[config.mk]
export PLATFORM = sky130hd
export DESIGN_NAME = bnc_dist
export DESIGN_NICKNAME = d
export VERILOG_FILES = /design/src/rtl/bnc_pkg.sv /design/src/rtl/bnc_dist.sv
export SDC_FILE = /design/constraint.sdc
export NUM_CORES = 1
export LEC_CHECK = 0
export BUFFER_PORTS_ARGS = -buffer_cell sky130_fd_sc_hd__buf_2
export CORE_ASPECT_RATIO = 2
export CORE_MARGIN = 2
export CORE_UTILIZATION = 55
export CTS_CLUSTER_DIAMETER = 80
export DETAILED_ROUTE_END_ITERATION = 8
export PLACE_DENSITY = 0.75
export SKIP_LAST_GASP = 1
export SLEW_MARGIN = 20
export SYNTH_ARGS = -nofsm -noshare
export SYNTH_HDL_FRONTEND = slang
export SYNTH_SLANG_ARGS = --single-unit
export TNS_END_PERCENT = 30
[constraint.sdc]
create_clock -name i_clk -period 8.11 [get_ports i_clk]
set_input_delay 0 -clock i_clk [delete_from_list [all_inputs] [get_ports i_clk]]
set_output_delay 0 -clock i_clk [all_outputs]
set_load 0.03 [all_outputs]
[src/rtl/bnc_pkg.sv]
// Shared types, codes and constants of the nearest color box search.
`timescale 1ns / 1ps
package bnc_pkg;

    // Default table depth
    localparam int NUM_BOXES_DEF = 256;

    // Field widths
    localparam int FUNC_W    = 2;
    localparam int ENTRY_W   = 8;
    localparam int CHAN_W    = 8;
    localparam int PIDX_W    = 8;
    localparam int SQ_W      = 2 * CHAN_W;
    localparam int DIST_W    = 18;
    localparam int BEST_W    = 19;

    // Search starts from this distance; every real sum is below it
    localparam logic [BEST_W-1:0] DIST_START = BEST_W'(256 * 256 * 5);

    // Function codes
    localparam logic [FUNC_W-1:0] FUNC_WR_LOW  = 2'd0;
    localparam logic [FUNC_W-1:0] FUNC_WR_HIGH = 2'd1;
    localparam logic [FUNC_W-1:0] FUNC_QUERY   = 2'd2;

    // Configuration port
    localparam int CFG_IDX_W  = 2;
    localparam int CFG_DATA_W = 9;
    localparam logic [CFG_IDX_W-1:0] CFG_BOXES_IN_USE = 2'd0;
    localparam logic [CFG_IDX_W-1:0] CFG_IGNORE_ALPHA = 2'd1;

    // One RGBA value, red in the low byte
    typedef struct packed {
        logic [CHAN_W-1:0] a;
        logic [CHAN_W-1:0] b;
        logic [CHAN_W-1:0] g;
        logic [CHAN_W-1:0] r;
    } t_rgba;

    // Low corner entry as stored: palette index over the corner
    typedef struct packed {
        logic [PIDX_W-1:0] pidx;
        t_rgba             corner;
    } t_low_entry;

    // Result of the distance unit for one box
    typedef struct packed {
        logic              valid;
        logic [DIST_W-1:0] sum;
        logic [PIDX_W-1:0] pidx;
    } t_dist_res;

endpackage

[src/rtl/bnc_dist.sv]
// Box distance unit: per-channel gap, registered squares, summed output.
`timescale 1ns / 1ps
module bnc_dist (
    input  logic                   i_clk,
    input  logic                   i_rst_n,
    input  logic                   i_valid,
    input  logic                   i_ignore_alpha,
    input  bnc_pkg::t_rgba         i_pix,
    input  bnc_pkg::t_rgba         i_low,
    input  bnc_pkg::t_rgba         i_high,
    input  logic [bnc_pkg::PIDX_W-1:0] i_pidx,
    output bnc_pkg::t_dist_res     o_res
);
    import bnc_pkg::*;

    logic              r_valid;
    logic [PIDX_W-1:0] r_pidx;
    logic [SQ_W-1:0]   r_sq_r, r_sq_g, r_sq_b, r_sq_a;
    logic [SQ_W-1:0]   n_sq_r, n_sq_g, n_sq_b, n_sq_a;

    // Gap to the nearer face, zero inside; inverted boxes are not checked
    function automatic logic [CHAN_W-1:0] chan_gap(
        input logic [CHAN_W-1:0] pix,
        input logic [CHAN_W-1:0] lo,
        input logic [CHAN_W-1:0] hi
    );
        logic [CHAN_W-1:0] d;
        d = '0;
        if (pix < lo) begin
            d = lo - pix;
        end else if (hi < pix) begin
            d = pix - hi;
        end
        return d;
    endfunction

    // Four narrow squares in parallel
    always_comb begin
        n_sq_r = chan_gap(i_pix.r, i_low.r, i_high.r) * chan_gap(i_pix.r, i_low.r, i_high.r);
        n_sq_g = chan_gap(i_pix.g, i_low.g, i_high.g) * chan_gap(i_pix.g, i_low.g, i_high.g);
        n_sq_b = chan_gap(i_pix.b, i_low.b, i_high.b) * chan_gap(i_pix.b, i_low.b, i_high.b);
        n_sq_a = i_ignore_alpha ? '0 :
                 chan_gap(i_pix.a, i_low.a, i_high.a) * chan_gap(i_pix.a, i_low.a, i_high.a);
    end

    always_ff @(posedge i_clk) begin
        if (!i_rst_n) begin
            r_valid <= 1'b0;
        end else begin
            r_valid <= i_valid;
        end
    end

    always_ff @(posedge i_clk) begin
        r_sq_r <= n_sq_r;
        r_sq_g <= n_sq_g;
        r_sq_b <= n_sq_b;
        r_sq_a <= n_sq_a;
        r_pidx <= i_pidx;
    end

    // Sum of the registered squares
    assign o_res.valid = r_valid;
    assign o_res.sum   = DIST_W'(r_sq_r) + DIST_W'(r_sq_g) + DIST_W'(r_sq_b) + DIST_W'(r_sq_a);
    assign o_res.pidx  = r_pidx;
endmodule

==> flow_summary.json <==
{
  "status": "complete, no violations",
  "io_buffers": 134,
  "regArea_sq_mm": 0.001381,
  "postCtsSetupRepairBufs": 0,
  "relSlewSlack": 0.2616,
  "worstSetupPathType": "in2reg",
  "cp-start-kind": "input pin",
  "multi_input_comb_area_sq_mm": 0.01015,
  "worst_pin_slew_ps": 1108,
  "die_area_sq_mm": 0.02435,
  "p_leak_nw": 7.393,
  "grt_pass1_vias": 11260,
  "final-hold-violation-count": 0,
  "synth_xor_area_frac": 0.07532,
  "routed_wl_um": 30060,
  "yosys.area.top_type_share": 0.2180,
  "setup_viol": 0,
  "maxSlewViolCount": 0,
  "stdcell_count": 1887,
  "cp_max_fo": 13,
  "grt_pass1_wl_um": 50600,
  "synth_edf_count": 0,
  "num_rows": 78,
  "synth-simple-area-share": 0.1331,
  "synth_top_area_cell": "fa_1",
  "die_y_um": 218.7,
  "cts_max_level": 3,
  "clkPwrFrac": 0.066,
  "synth_area_leaders": "fa_1 (22%), ha_1 (20%), dfxtp_1 (11%)",
  "yosys_warnings": 0,
  "setup_tns_ps": 0,
  "gp_congestion": 0.8837,
  "synth_compound_area_frac": 0.1732,
  "ys.flop_type": "dfxtp_1",
  "placedCellCount": 1860,
  "rsz0062_at_grt": "false",
  "grt-ovfl-total": 0,
  "switchingPower_mw": 3.335,
  "period_share": 0.7315,
  "syn_avg_cell_area_sq_um": 8.669,
  "clock.fmax_ghz": 0.1686,
  "clock_sinks": 69,
  "min_path_type": "in2reg",
  "dpl.hpwl_um": 25890,
  "antenna_found_initial": 0,
  "synthArstFlopShare": 0,
  "ir_drop_mv": 1.245,
  "numCtsBuffers": 9,
  "swShare": 0.5721,
  "ys_ff_latch": 69,
  "wl_met3_um": 696,
  "cp-end-kind": "flop",
  "synth_mux_area_frac": 0.004936,
  "antennaDiodeCount": 0,
  "cp.required_ps": 8380,
  "synthCells": 1462,
  "ys_seq_area_frac": 0.1090,
  "critPathArrivalTime_ps": 6200,
  "combPwrFrac": 0.841,
  "clk_pin_slew_worst_paths_ps": 60,
  "yosysUniqueCellTypes": 76,
  "dr.first_iter.drc_count": 457,
  "cts_tree": "yes",
  "cts_buffer_depth": 2,
  "fillCellCount": 2056,
  "drt-pass1-iter-count": 4,
  "final_nets": 2046,
  "grt_max_degree": 16,
  "die-width_um": 111.3,
  "min_period_ps": 5933,
  "vias_per_cell": 5.642,
  "drive_gt1_frac": 0.1350,
  "area_growth_pct": 10.49,
  "p_seq_frac": 0.093,
  "wirelength_met1_um": 10460,
  "vias": 10647,
  "clockRootBuffer": "clkbuf_16",
  "synth_top_family_by_area": "adder cells",
  "drcViolationCount": 0,
  "drv_cap": 0,
  "drt-wirelength-per-cell_um": 15.93,
  "grt_usage": 0.2529,
  "synthAdderAreaFrac": 0.4134,
  "io-pin-count": 135,
  "pwr_density_cell_mw_per_mm2": 416.3,
  "top_layer": "met4",
  "start_util": 0.5598,
  "ant_nets": 0,
  "power.internal_mw": 2.495,
  "final_area_sq_mm": 0.01400,
  "placed_cell_area_sq_mm": 0.01361,
  "synthesis.area_sq_mm": 0.01267,
  "hold_slack_ps": 43.96,
  "routed-wl-met2_um": 16980,
  "core_sq_mm": 0.02264
}
## power groups by stage
stage / clock network [mW] / logic, mW / registers (mW)
3_3_place_gp: 0 / 4.76 / 0.546
6_report: 0.384 / 4.90 / 0.541
2_1_floorplan: 0 / 3.60 / 0.529
5_1_grt: 0.403 / 5.39 / 0.555
3_5_place_dp: 0 / 4.86 / 0.550
4_1_cts: 0.390 / 4.91 / 0.544
## registers in the layout, summed over array words and instances (netlist names)
name	flops
r_pidx	8
r_sq_a	15
r_sq_b	15
r_sq_g	15
r_sq_r	15
r_valid	1
## metrics by stage
stage / util / worst slack [ps] / power (mW)
6_report: 0.6185 / 2177 / 5.830
5_1_grt: 0.6185 / 1744 / 6.350
4_1_cts: 0.6182 / 2111 / 5.840
3_5_place_dp: 0.6012 / 1783 / 5.406
3_3_place_gp: 0.6012 / 1950 / 5.302
2_1_floorplan: - / 2456 / 4.132
## path summary, 6_finish.rpt
check | startpoint | to | cells after the start
max | i_pix[8] | r_sq_g[13] | 24
min | i_ignore_alpha | r_sq_a[0] | 2
## placed cells by master (no fill, tap or decap), types with 13 or more instances in the layout
cell      count
xnor2_1      67
buf_2       134
nand2b_1     17
or2_2        17
nor3_1       22
nor2b_1      15
inv_1       275
o21bai_1     13
fa_1        138
o21a_1       18
nor2_1      163
nand2_1      26
dfxtp_1      69
xor2_1       42
a211oi_1     13
a21oi_1      74
nand4_1      19
ha_1        198
a21o_1       38
o21ai_0      44
## critical path: stages
cell and delay (ps):
buf_2 110, ha_1 210, inv_1 70, fa_1 200
nand3_1 100, a21oi_1 140, o22a_1 480, nor2_2 180
a32oi_1 940, nor2_2 110, ha_1 240, or2_2 320
fa_1 510, fa_1 540, inv_1 50, fa_1 470
inv_1 40, ha_1 320, inv_1 70, o21bai_1 100
a2111o_1 440, a31o_2 240, a21oi_1 180, xnor2_1 130
## logic make-up after synthesis
family | Yosys count
compound gates | 299
xor+xnor | 109
fa+ha+maj | 336
buf+inv | 297
flops | 69
mux | 6
other cells | 2
simple gates | 344
## timing repair
action / in CTS / in global routing
hold buffers: 10 / 0
resized for setup: 0 / 0
hold endpoints to repair: 9 / 0
## routing by layer
metal  GRT usage  vias to the layer above
met3     0.02024                      110
met2      0.5154                      255
li1            -                     5148
met5           0                        -
met4      0.1486                        0
met1      0.2390                     5134
## layout make-up
cell class,instances,share of cell area
Clock buffer,10,0.01706
Clock inverter,6,0.003306
Sequential cell,69,0.09863
Multi-Input combinational cell,1097,0.7248
Tap cell,280,0.02502
Inverter,278,0.07451
Timing Repair Buffer,147,0.05664
## cells in the mapped netlist (all sizes together) (6+ instances only)
library cell and number:
buf 16, o21bai 13, o22a 6, o21a 18, xor2 42, a211oi 14, o21ai 47, dfxtp 69
ha 198, a21o 38, o31a 9, nand2 26, o31ai 7, a22oi 12, a21boi 6, inv 278
a21oi 79, nand2b 17, xnor2 67, nor2b 15, a32oi 10, nor2 170, nor3b 10, nor4 9
nor3 22, fa 138, nand3 9, nand4 19, or2 24, o22ai 8
Note: power is estimated with default switching activity, not from simulation.
